==> config.mk <==
export PLATFORM = sky130hd
export DESIGN_NAME = arp_cache_table
export DESIGN_NICKNAME = d
export VERILOG_FILES = /design/src/design/arpc_pkg.sv /design/src/design/arpc_ram.sv /design/src/design/arpc_engine.sv /design/src/design/arp_cache_table.sv
export SDC_FILE = /design/constraint.sdc
export NUM_CORES = 1
export LEC_CHECK = 0
export BUFFER_PORTS_ARGS = -buffer_cell sky130_fd_sc_hd__buf_2
export CAP_MARGIN = 5
export CORE_MARGIN = 2
export CORE_UTILIZATION = 31
export CTS_BUF_LIST = sky130_fd_sc_hd__clkbuf_8 sky130_fd_sc_hd__clkbuf_16
export CTS_CLUSTER_SIZE = 8
export DETAILED_ROUTE_END_ITERATION = 7
export PLACE_DENSITY = 0.55
export SYNTH_ARGS = -nofsm -noshare
export SYNTH_HDL_FRONTEND = slang
export SYNTH_SLANG_ARGS = --single-unit
==> constraint.sdc <==
create_clock -name clk -period 6.3 [get_ports clk]
set_input_delay 0.945 -clock clk [delete_from_list [all_inputs] [get_ports clk]]
set_output_delay 0.945 -clock clk [all_outputs]
set_load 0.01 [all_outputs]
==> src/design/arpc_pkg.sv <==
package arpc_pkg;

  // Table geometry
  localparam int ENTRIES = 16;
  localparam int IDX_W   = $clog2(ENTRIES);
  localparam int CNT_W   = $clog2(ENTRIES + 1);

  // Field widths
  localparam int IP_W   = 32;
  localparam int MAC_W  = 48;
  localparam int SLOT_W = 4;
  localparam int REQ_W  = 2;
  localparam int ENT_W  = IP_W + MAC_W;

  // Stream widths (tdata padded to whole bytes)
  localparam int S_DATA_W = ((IP_W + MAC_W + 7) / 8) * 8;
  localparam int M_DATA_W = ((MAC_W + SLOT_W + 7) / 8) * 8;

  // Request codes
  localparam logic [REQ_W-1:0] REQ_LOOKUP = 2'd0;
  localparam logic [REQ_W-1:0] REQ_INSERT = 2'd1;
  localparam logic [REQ_W-1:0] REQ_FLUSH  = 2'd2;

  typedef struct packed {
    logic [REQ_W-1:0] req_type;
    logic [IP_W-1:0]  ip_addr;
    logic [MAC_W-1:0] mac_addr;
  } req_t;

  typedef struct packed {
    logic              hit;
    logic [MAC_W-1:0]  mac_out;
    logic [SLOT_W-1:0] slot;
  } res_t;

endpackage

==> src/design/arpc_ram.sv <==
module arpc_ram #(
  parameter int WIDTH = 8,
  parameter int DEPTH = 16
) (
  input  logic                     clk,
  input  logic                     we,
  input  logic [$clog2(DEPTH)-1:0] waddr,
  input  logic [WIDTH-1:0]         wdata,
  input  logic [$clog2(DEPTH)-1:0] raddr,
  output logic [WIDTH-1:0]         rdata
);

  logic [WIDTH-1:0] mem [DEPTH];

  // One write port, one registered read port
  always_ff @(posedge clk) begin
    if (we) begin
      mem[waddr] <= wdata;
    end
    rdata <= mem[raddr];
  end

endmodule

==> src/design/arpc_engine.sv <==
module arpc_engine
  import arpc_pkg::*;
(
  input  logic clk,
  input  logic rst,
  input  logic start,
  input  req_t req_in,
  output logic idle,
  input  logic res_ready,
  output logic res_valid,
  output res_t res
);

  typedef enum logic [3:0] {
    ST_IDLE = 4'b0001,
    ST_SCAN = 4'b0010,
    ST_EVAL = 4'b0100,
    ST_DONE = 4'b1000
  } state_t;

  state_t state;
  req_t   req;
  res_t   res_q;

  logic [CNT_W-1:0]   cnt;
  logic               cmp_vld;
  logic [IDX_W-1:0]   cmp_idx;
  logic [ENTRIES-1:0] entry_valid;
  logic [ENTRIES-1:0] entry_written;

  logic               found;
  logic [IDX_W-1:0]   fidx;
  logic [MAC_W-1:0]   fmac;
  logic               free_found;
  logic [IDX_W-1:0]   free_idx;

  logic               ram_we;
  logic [IDX_W-1:0]   waddr;
  logic [ENT_W-1:0]   wdata;
  logic [IDX_W-1:0]   raddr;
  logic [ENT_W-1:0]   rdata;
  logic [IP_W-1:0]    eff_ip;
  logic [MAC_W-1:0]   eff_mac;
  logic               issue;
  logic               is_insert;
  logic               match;
  logic [ENTRIES-1:0] wr_mask;

  arpc_ram #(
    .WIDTH (ENT_W),
    .DEPTH (ENTRIES)
  ) u_ram (
    .clk   (clk),
    .we    (ram_we),
    .waddr (waddr),
    .wdata (wdata),
    .raddr (raddr),
    .rdata (rdata)
  );

  // Read issue and compare stage
  assign issue     = (state == ST_SCAN) && (cnt < CNT_W'(ENTRIES));
  assign raddr     = cnt[IDX_W-1:0];
  assign is_insert = (req.req_type == REQ_INSERT);

  // Entries never written read as zero
  assign eff_ip  = entry_written[cmp_idx] ? rdata[IP_W-1:0] : '0;
  assign eff_mac = entry_written[cmp_idx] ? rdata[ENT_W-1:IP_W] : '0;

  // Insert matches any entry; lookup only valid ones
  assign match = (is_insert || entry_valid[cmp_idx]) && (eff_ip == req.ip_addr);

  // Write-back target for insert
  always_comb begin
    if (found) begin
      waddr = fidx;
    end else if (free_found) begin
      waddr = free_idx;
    end else begin
      waddr = '0;
    end
  end

  assign ram_we  = (state == ST_EVAL) && is_insert;
  assign wdata   = {req.mac_addr, req.ip_addr};
  assign wr_mask = ENTRIES'(1) << waddr;

  assign idle      = (state == ST_IDLE);
  assign res_valid = (state == ST_DONE);
  assign res       = res_q;

  always_ff @(posedge clk) begin
    if (rst) begin
      state         <= ST_IDLE;
      cnt           <= '0;
      cmp_vld       <= 1'b0;
      entry_valid   <= '0;
      entry_written <= '0;
      found         <= 1'b0;
      free_found    <= 1'b0;
    end else begin
      cmp_vld <= issue;
      cmp_idx <= raddr;

      // Merged match and free-slot search
      if (cmp_vld) begin
        if (!found && match) begin
          found <= 1'b1;
          fidx  <= cmp_idx;
          fmac  <= eff_mac;
        end
        if (!free_found && !entry_valid[cmp_idx]) begin
          free_found <= 1'b1;
          free_idx   <= cmp_idx;
        end
      end

      case (state)
        ST_IDLE: begin
          if (start) begin
            req        <= req_in;
            cnt        <= '0;
            found      <= 1'b0;
            free_found <= 1'b0;
            res_q      <= '0;
            case (req_in.req_type)
              REQ_LOOKUP, REQ_INSERT: state <= ST_SCAN;
              REQ_FLUSH: begin
                entry_valid <= '0;
                state       <= ST_DONE;
              end
              default: state <= ST_DONE;
            endcase
          end
        end
        ST_SCAN: begin
          if (issue) begin
            cnt <= cnt + CNT_W'(1);
          end else begin
            state <= ST_EVAL;
          end
        end
        ST_EVAL: begin
          if (is_insert) begin
            entry_valid[waddr]   <= 1'b1;
            entry_written[waddr] <= 1'b1;
            res_q.hit     <= found;
            res_q.mac_out <= '0;
            res_q.slot    <= SLOT_W'(waddr);
          end else begin
            res_q.hit     <= found;
            res_q.mac_out <= found ? fmac : '0;
            res_q.slot    <= found ? SLOT_W'(fidx) : '0;
          end
          state <= ST_DONE;
        end
        ST_DONE: begin
          if (res_ready) begin
            state <= ST_IDLE;
          end
        end
        default: state <= ST_IDLE;
      endcase
    end
  end

  // Checks
  a_we_only_insert: assert property (@(posedge clk) disable iff (rst)
    ram_we |-> (state == ST_EVAL) && (req.req_type == REQ_INSERT))
    else $error("table write outside insert write-back");

  a_flush_clears: assert property (@(posedge clk) disable iff (rst)
    (start && idle && (req_in.req_type == REQ_FLUSH)) |=> (entry_valid == '0))
    else $error("flush left a valid mark set");

  a_insert_marks: assert property (@(posedge clk) disable iff (rst)
    ram_we |=> ((entry_valid & $past(wr_mask)) != '0) && ((entry_written & $past(wr_mask)) != '0))
    else $error("inserted entry not marked valid");

  a_cnt_range: assert property (@(posedge clk) disable iff (rst)
    cnt <= CNT_W'(ENTRIES))
    else $error("scan counter beyond table depth");

  a_lookup_hit_valid: assert property (@(posedge clk) disable iff (rst)
    ((state == ST_EVAL) && (req.req_type == REQ_LOOKUP) && found) |-> entry_valid[fidx])
    else $error("lookup hit on an invalid entry");

endmodule

==> src/design/arp_cache_table.sv <==
// ARP cache table: maps IPv4 addresses to 48-bit MAC addresses.
// Request channel (s_*): tuser carries the request kind (lookup, insert or
// refresh, flush all valid marks); tdata carries the IPv4 and MAC addresses.
// Result channel (m_*): exactly one result transaction per request; tuser is
// the hit flag, tdata carries the MAC found and the slot index.
// Lookup and insert read every entry of the table memory once through its
// single registered read port (scan), then evaluate and write back, then
// present the result; flush and unused codes go straight to the result.
// One request is in work at a time; s_tready is high only while the engine
// is free. A finished result sits in the output register, so the next
// request can be accepted while the receiver holds m_tready low; a second
// result then waits in the engine until the output register drains.
// Reset (rst, synchronous) clears all valid marks and the written marks that
// make never-written entries read as zero; no clearing pass is needed.
// Flush clears the valid marks only and keeps stored addresses.
module arp_cache_table
  import arpc_pkg::*;
(
  input  logic                clk,
  input  logic                rst,
  input  logic                s_tvalid,
  output logic                s_tready,
  input  logic [S_DATA_W-1:0] s_tdata,   // ip_addr[31:0], mac_addr[79:32]
  input  logic [REQ_W-1:0]    s_tuser,   // req_type[1:0]
  output logic                m_tvalid,
  input  logic                m_tready,
  output logic [M_DATA_W-1:0] m_tdata,   // mac_out[47:0], slot[51:48], zero pad
  output logic                m_tuser    // hit
);

  req_t req_in;
  res_t res;
  logic start;
  logic idle;
  logic res_valid;
  logic res_ready;
  logic load;

  assign req_in.req_type = s_tuser;
  assign req_in.ip_addr  = s_tdata[IP_W-1:0];
  assign req_in.mac_addr = s_tdata[IP_W+MAC_W-1:IP_W];

  assign s_tready = idle;
  assign start    = s_tvalid && idle;

  arpc_engine u_engine (
    .clk       (clk),
    .rst       (rst),
    .start     (start),
    .req_in    (req_in),
    .idle      (idle),
    .res_ready (res_ready),
    .res_valid (res_valid),
    .res       (res)
  );

  // Output register
  assign res_ready = !m_tvalid || m_tready;
  assign load      = res_valid && res_ready;

  always_ff @(posedge clk) begin
    if (rst) begin
      m_tvalid <= 1'b0;
    end else if (res_ready) begin
      m_tvalid <= res_valid;
    end
  end

  always_ff @(posedge clk) begin
    if (load) begin
      m_tdata <= M_DATA_W'({res.slot, res.mac_out});
      m_tuser <= res.hit;
    end
  end

endmodule

==> results.ini, run 1 <==
[drt]
ant_nets=0
drt_iter0_drc=2863
avgRoutedWirePerCell_microns=25.8
drc=0
first_pass_iters=5
viasPerCell=4.88
vias=27340
drt-total-wl_mm=145

[status]
status=finished clean

[yosys]
yosysTopAreaCell=edfxtp_1
yosys.area.top_type_share_pct=76.1
synthAdderAreaFrac_pct=0.0208
syn_area_sq_um=60300
async_reset_ff_share_pct=0
synth.mux.area_fraction_pct=15.3
syn_inst=2570
synth_edf_count=1528
yosys.area_share.simple_pct=2.38
synth-compound-area-share_pct=1.03
synth_area_leaders=edfxtp_1 76%, mux4_2 15%, dfxtp_1 4.2%
yosysWarnings=0
synth_top_family_by_area=multiplexers
ys_types=55
synth.avg_cell_area_sq_um=23.5
ys_seq_elements=1653
synth-xor-area-share_pct=0.174
yosysSeqAreaShare_pct=80.3
synth_ff_type=edfxtp_1

[global_route]
grt_usage_pct=14.6
grt_max_degree=138
grt_remaining_overflow=0
grt_pass1_wl_mm=210
grt_pass1_vias=29042
grt_antenna_before_repair=17

[critical_path]
cp_data_required_time_ns=6.80
critPathLaunchType=register
endpoint_kind=register
ff2ff_setup_slack_ns=1.79
criticalPathCategory=register to register
arrival_ns=5.01
worst-path-max-fanout=52

[power]
pwr-share-comb_pct=1.4
p_int_mw=18.8
pwr-share-seq_pct=51.7
p_total_mw=23.7
p_per_area_nw_per_um2=333
p_leak_nw=22.6
swShare_pct=21.0
p_switching_mw=4.98
pwr-share-clk_pct=46.9
vdd_drop_max_v=0.000265

[clock_network]
cts_sinks=1653
cts_resized=0
path_clk_slew_ns=0.05
postCtsSetupRepairBufs=0
cts-root-buf=clkbuf_16
clock_latency_ns=0.86
cts_buffer_depth=3
cts_hold_buf=0
cts_tree=yes
h-tree-depth=4
cts_buffers=226

[sta]
finClkSkew_ns=0.0590
rsz0062_at_grt=no
hold_viol=0
tightestPinTransition_ns=1.19
tns_ns=0
finalCritPeriodShare_pct=71.6
drv_slew=0
final-setup-viol-count=0
finalCriticalPeriod_ns=4.51
clock.fmax_mhz=222
relSlewSlack_pct=19.9

[floorplan]
die_w_microns=445
die-area_sq_um=198000
core-area_sq_um=193000
fp.dieH_microns=445
start_util_pct=31.3
rows=161
pin_count=145

[layout]
drive_gt1_share_pct=29.0
final_cell_mix=1528 x edfxtp_1, 408 x mux4_2, 226 x clkbuf_16
layout.nets=2976
layout_commonest_cell=edfxtp_1
area_growth_pct=18.2

[place]
place_congestion=0.736
port_buffers=140
dp_hpwl_mm=74.5

[job]
drv_cap=0

[worst_hold_path]
hold_class=input port to register

through the flow:
| step | hold slack [ns] | utilization (%) | setup slack [ns] | instances | instance area, sq um |
|---|---|---|---|---|---|
| after floorplan | 0.400 | - | 0.999 | 2573 | 60300 |
| after global placement | 0.405 | 33.5 | 1.75 | 5187 | 64500 |
| after detailed placement | 0.405 | 33.5 | 1.76 | 5187 | 64500 |
| after CTS | 0.188 | 37.0 | 1.69 | 5598 | 71300 |
| after global routing | 0.214 | 37.0 | 1.51 | 5600 | 71300 |
| final | 0.270 | 37.0 | 1.79 | 5602 | 71300 |
logic make-up (layout without fill, tap and decap cells):
| group | Yosys count | in the layout |
|---|---|---|
| adder cells (fa/ha/maj) | 1 | 1 |
| AND/OR/NAND/NOR | 275 | 275 |
| buffers and inverters | 127 | 626 |
| XOR/XNOR | 12 | 12 |
| multiplexers | 409 | 409 |
| other | 1 | 8 |
| flip-flops | 1653 | 1653 |
| AO/OA/AOI/OAI | 92 | 92 |
Yosys cell counts, drive strengths merged (12+ instances only):
cell,instances
mux4,408
nand3,13
o21ai,16
a21oi,31
dfxtp,125
nor2,84
nand2,34
edfxtp,1528
inv,12
buf,45
and2,97
clkbuf,70
power groups by stage:
| stage | Combinational (mW) | Clock [mW] | Sequential, mW |
|---|---|---|---|
| 2_1_floorplan | 0.214 | 0 | 12.4 |
| 3_3_place_gp | 0.351 | 0 | 12.5 |
| 3_5_place_dp | 0.350 | 0 | 12.5 |
| 4_1_cts | 0.352 | 11.4 | 12.3 |
| 5_1_grt | 0.371 | 11.9 | 12.3 |
| 6_report | 0.340 | 11.1 | 12.3 |
worst max-delay path, stage by stage (launching register included):
cell and delay (ns):
edfxtp_1 0.71, mux4_2 0.63, mux2i_2 0.22, o211ai_4 0.21, buf_4 0.29, o21ai_1 0.11
a22oi_1 0.10, or4_1 0.64, nor4_2 0.49, nor3b_4 0.30, buf_12 0.37
state kept, by name, indices dropped and copies added, names as in the netlist:
| name | flops |
|---|---|
| u_engine.u_ram.mem | 1280 |
| u_engine.req | 82 |
| u_engine.u_ram.rdata | 80 |
| u_engine.res | 53 |
| m_tdata | 52 |
| u_engine.fmac | 48 |
| u_engine.entry_valid | 16 |
| u_engine.entry_written | 16 |
| u_engine.cnt | 5 |
| u_engine.cmp_idx | 4 |
| u_engine.fidx | 4 |
| u_engine.free_idx | 4 |
| u_engine.state | 4 |
| m_tuser | 1 |
| m_tvalid | 1 |
| u_engine.cmp_vld | 1 |
| u_engine.found | 1 |
| u_engine.free_found | 1 |
cell type report:
cell class                 count  area, sq um
inverter                      12         45.0
multi-input combinational    793        11500
fill                       17341       122000
clock buffer                 229         5700
antenna                        4         10.0
tap                         2526         3160
sequential                  1653        48400
timing repair buffer         203         1390
clock inverter               182         1020
path summary, 6_finish.rpt:
| kind | from | end | cells past startpoint |
|---|---|---|---|
| max | u_engine.cmp_idx[0]$_DFFE_PN_ | u_engine.fmac[28]$_SDFFCE_PN0P_ | 10 |
| min | s_tdata[14] | u_engine.req[62]$_DFFE_PP_ | 1 |
| max reg2reg | u_engine.cmp_idx[0]$_DFFE_PN_ | u_engine.fmac[28]$_SDFFCE_PN0P_ | 10 |
| min reg2reg | u_engine.res[40]$_SDFFCE_PP0P_ | m_tdata[36]$_DFFE_PP_ | 0 |
layer usage:
layer	global-route usage, %	part of all wire (%)
met1	19.8	43
met2	24.1	50
met3	2.52	4.7
met4	4.79	2.6
met5	0	0.017
No activity file was read; power rests on OpenSTA's default activity.
==> run 2, diff against run 1 <==
- clock period: 6.3 -> 4.46 ns (I/O delays scaled with it)
==> results.ini, run 2 (synthesized netlist as in run 1, its figures left out) <==
[status]
status=finished clean

[drt]
vias=27731  ; +1.4%
first_pass_iters=5  ; unchanged
drc=0  ; unchanged
ant_nets=0  ; unchanged
viasPerCell=4.88  ; about the same
avgRoutedWirePerCell_microns=25.5  ; -1.2%
drt_iter0_drc=2522  ; -12%
drt-total-wl_mm=145  ; +0.25%

[sta]
whs_ns=0.0550  ; -0.215 ns
tns_ns=0  ; unchanged
clock.fmax_mhz=237  ; +7.1%
relSlewSlack_pct=18.3  ; -1.6 points
layout_setup_ws_ns=0.248  ; -1.54 ns
hold_viol=0  ; unchanged
finalCritPeriodShare_pct=94.4  ; +23 points
tightestPinTransition_ns=1.22  ; +0.0236 ns
rsz0062_at_grt=no
finClkSkew_ns=0.0735  ; +0.0144 ns
final-setup-viol-count=0  ; unchanged
finalCriticalPeriod_ns=4.21  ; -0.299 ns
drv_slew=0  ; unchanged

[place]
dp_hpwl_mm=75.5  ; +1.4%
dp_slack_ns=0.219  ; -1.54 ns
placed_cells=5214  ; +0.52%
port_buffers=140  ; unchanged
place_congestion=0.734  ; -0.23%
placed_cell_area_sq_um=65000  ; +0.78%

[power]
pwr-share-clk_pct=46.9  ; about the same
p_int_mw=26.6  ; +42%
p_per_area_nw_per_um2=465  ; +39%
p_switching_mw=7.06  ; +42%
pwr-share-comb_pct=1.7  ; +0.3 points
swShare_pct=21.0  ; about the same
p_leak_nw=23.0  ; +2.1%
vdd_drop_max_v=0.000399  ; +51%
pwr-share-seq_pct=51.5  ; -0.2 points
p_total_mw=33.7  ; +42%

[critical_path]
cp_top_family=simple AND/OR/NAND/NOR gates
endpoint_kind=register
critical-path-max-stage-delay_ns=0.68  ; -0.03 ns
cp_data_required_time_ns=4.95  ; -1.85 ns
worst-path-max-fanout=28  ; -46%
criticalPathCategory=register to register
arrival_ns=4.71  ; -0.30 ns
path_buf_inv=1  ; -1
critPathLaunchType=register
crit_slowest_cell=or4_1
worstPathCellList=mux4_2 > mux2i_2 > o211ai_4 > o21ai_1 > a22oi_1 > or4_1 > nor4_2 > nor3b_4 > buf_12

[job]
drv_cap=0  ; unchanged

[clock_network]
h-tree-depth=4  ; unchanged
cts_sinks=1653  ; unchanged
path_clk_slew_ns=0.05  ; about the same
cts_buffer_depth=3  ; unchanged
clock_latency_ns=0.87  ; about the same
cts_buffers=226  ; unchanged
cts_resized=0  ; unchanged
cts-root-buf=clkbuf_16
cts_hold_buf=57  ; +57
postCtsSetupRepairBufs=0  ; unchanged
cts_tree=yes

[floorplan]
start_util_pct=31.3  ; unchanged
core-area_sq_um=193000  ; unchanged
die_w_microns=445  ; unchanged
rows=161  ; unchanged
die-area_sq_um=198000  ; unchanged
pin_count=145  ; unchanged
fp.dieH_microns=445  ; unchanged

[layout]
stdcell_count=5686  ; +1.5%
final_area_sq_um=72400  ; +1.6%
layout_commonest_cell=edfxtp_1
layout.nets=3060  ; +2.8%
largest_register=u_engine.u_ram.mem
drive_gt1_share_pct=29.0  ; about the same
final_cell_mix=1528 x edfxtp_1, 408 x mux4_2, 226 x clkbuf_16
nFillCells=17191  ; -0.87%
largestRegisters=u_engine.u_ram.mem (1280), u_engine.req (82), u_engine.u_ram.rdata (80)
final_util_pct=37.6  ; +0.59 points
largest_reg_flops=1280  ; unchanged
area_growth_pct=20.1

[global_route]
grt_antenna_before_repair=10  ; -7
grt_pass1_wl_mm=208  ; -0.98%
grt_pass1_vias=28832  ; -0.72%
grt_remaining_overflow=0  ; unchanged
grt_usage_pct=14.5  ; -0.12 points
grt_max_degree=79  ; -43%

[worst_hold_path]
hold_class=input port to register

-- run 2: changes by cell type in the layout (fill, tap and decap cells not counted), sizes merged --
cell | previous run | this run
buf | 203 | 230
diode | 4 | 1
clkinv | 11 | 16
clkbuf | 229 | 227
inv | 182 | 181
dlygate4sd3 | 0 | 57
bufinv | 1 | 2
-- run 2: final timing paths --
kind	start	depth (start not counted)	slack, ns	end
max	u_engine.cmp_idx[0]$_DFFE_PN_	9	0.25	u_engine.fmac[17]$_SDFFCE_PN0P_
min reg2reg	u_engine.res[1]$_SDFFCE_PN0P_	0	0.41	m_tdata[49]$_DFFE_PP_
max reg2reg	u_engine.cmp_idx[0]$_DFFE_PN_	9	0.25	u_engine.fmac[17]$_SDFFCE_PN0P_
min	s_tdata[26]	1	0.05	u_engine.req[74]$_DFFE_PP_
-- run 2: final cells by class --
class,count,area [sq um],area share (%)
Antenna cell,1,2.50,0.00346
Clock buffer,227,5670,7.83
Clock inverter,187,1120,1.54
Inverter,12,45.0,0.0622
Multi-Input combinational cell,793,11500,15.9
Sequential cell,1653,48400,66.9
Tap cell,2526,3160,4.37
Timing Repair Buffer,287,2460,3.40
-- run 2: layer usage --
| layer | global-route usage (%) | vias to the layer above | routed length (microns) |
|---|---|---|---|
| met5 | 0 | - | 0 |
| met1 | 19.7 | 15084 | 63200 |
| li1 | - | 11620 | - |
| met3 | 2.54 | 220 | 6960 |
| met2 | 23.9 | 807 | 71500 |
| met4 | 4.43 | 0 | 3420 |
-- run 2: worst reg2reg max path: stages (launching register included) --
cell,delay [ns]
edfxtp_1,0.63
mux4_2,0.61
mux2i_2,0.22
o211ai_4,0.25
o21ai_1,0.18
a22oi_1,0.09
or4_1,0.68
nor4_2,0.54
nor3b_4,0.39
buf_12,0.27
-- run 2: power by group through the flow --
stage | combinational, mW | sequential (mW) | clock, mW
final | 0.568 | 17.3 | 15.8
after CTS | 0.588 | 17.3 | 16.2
after detailed placement | 0.541 | 17.6 | 0
after floorplan | 0.303 | 17.5 | 0
after global routing | 0.617 | 17.3 | 16.8
after global placement | 0.539 | 17.6 | 0
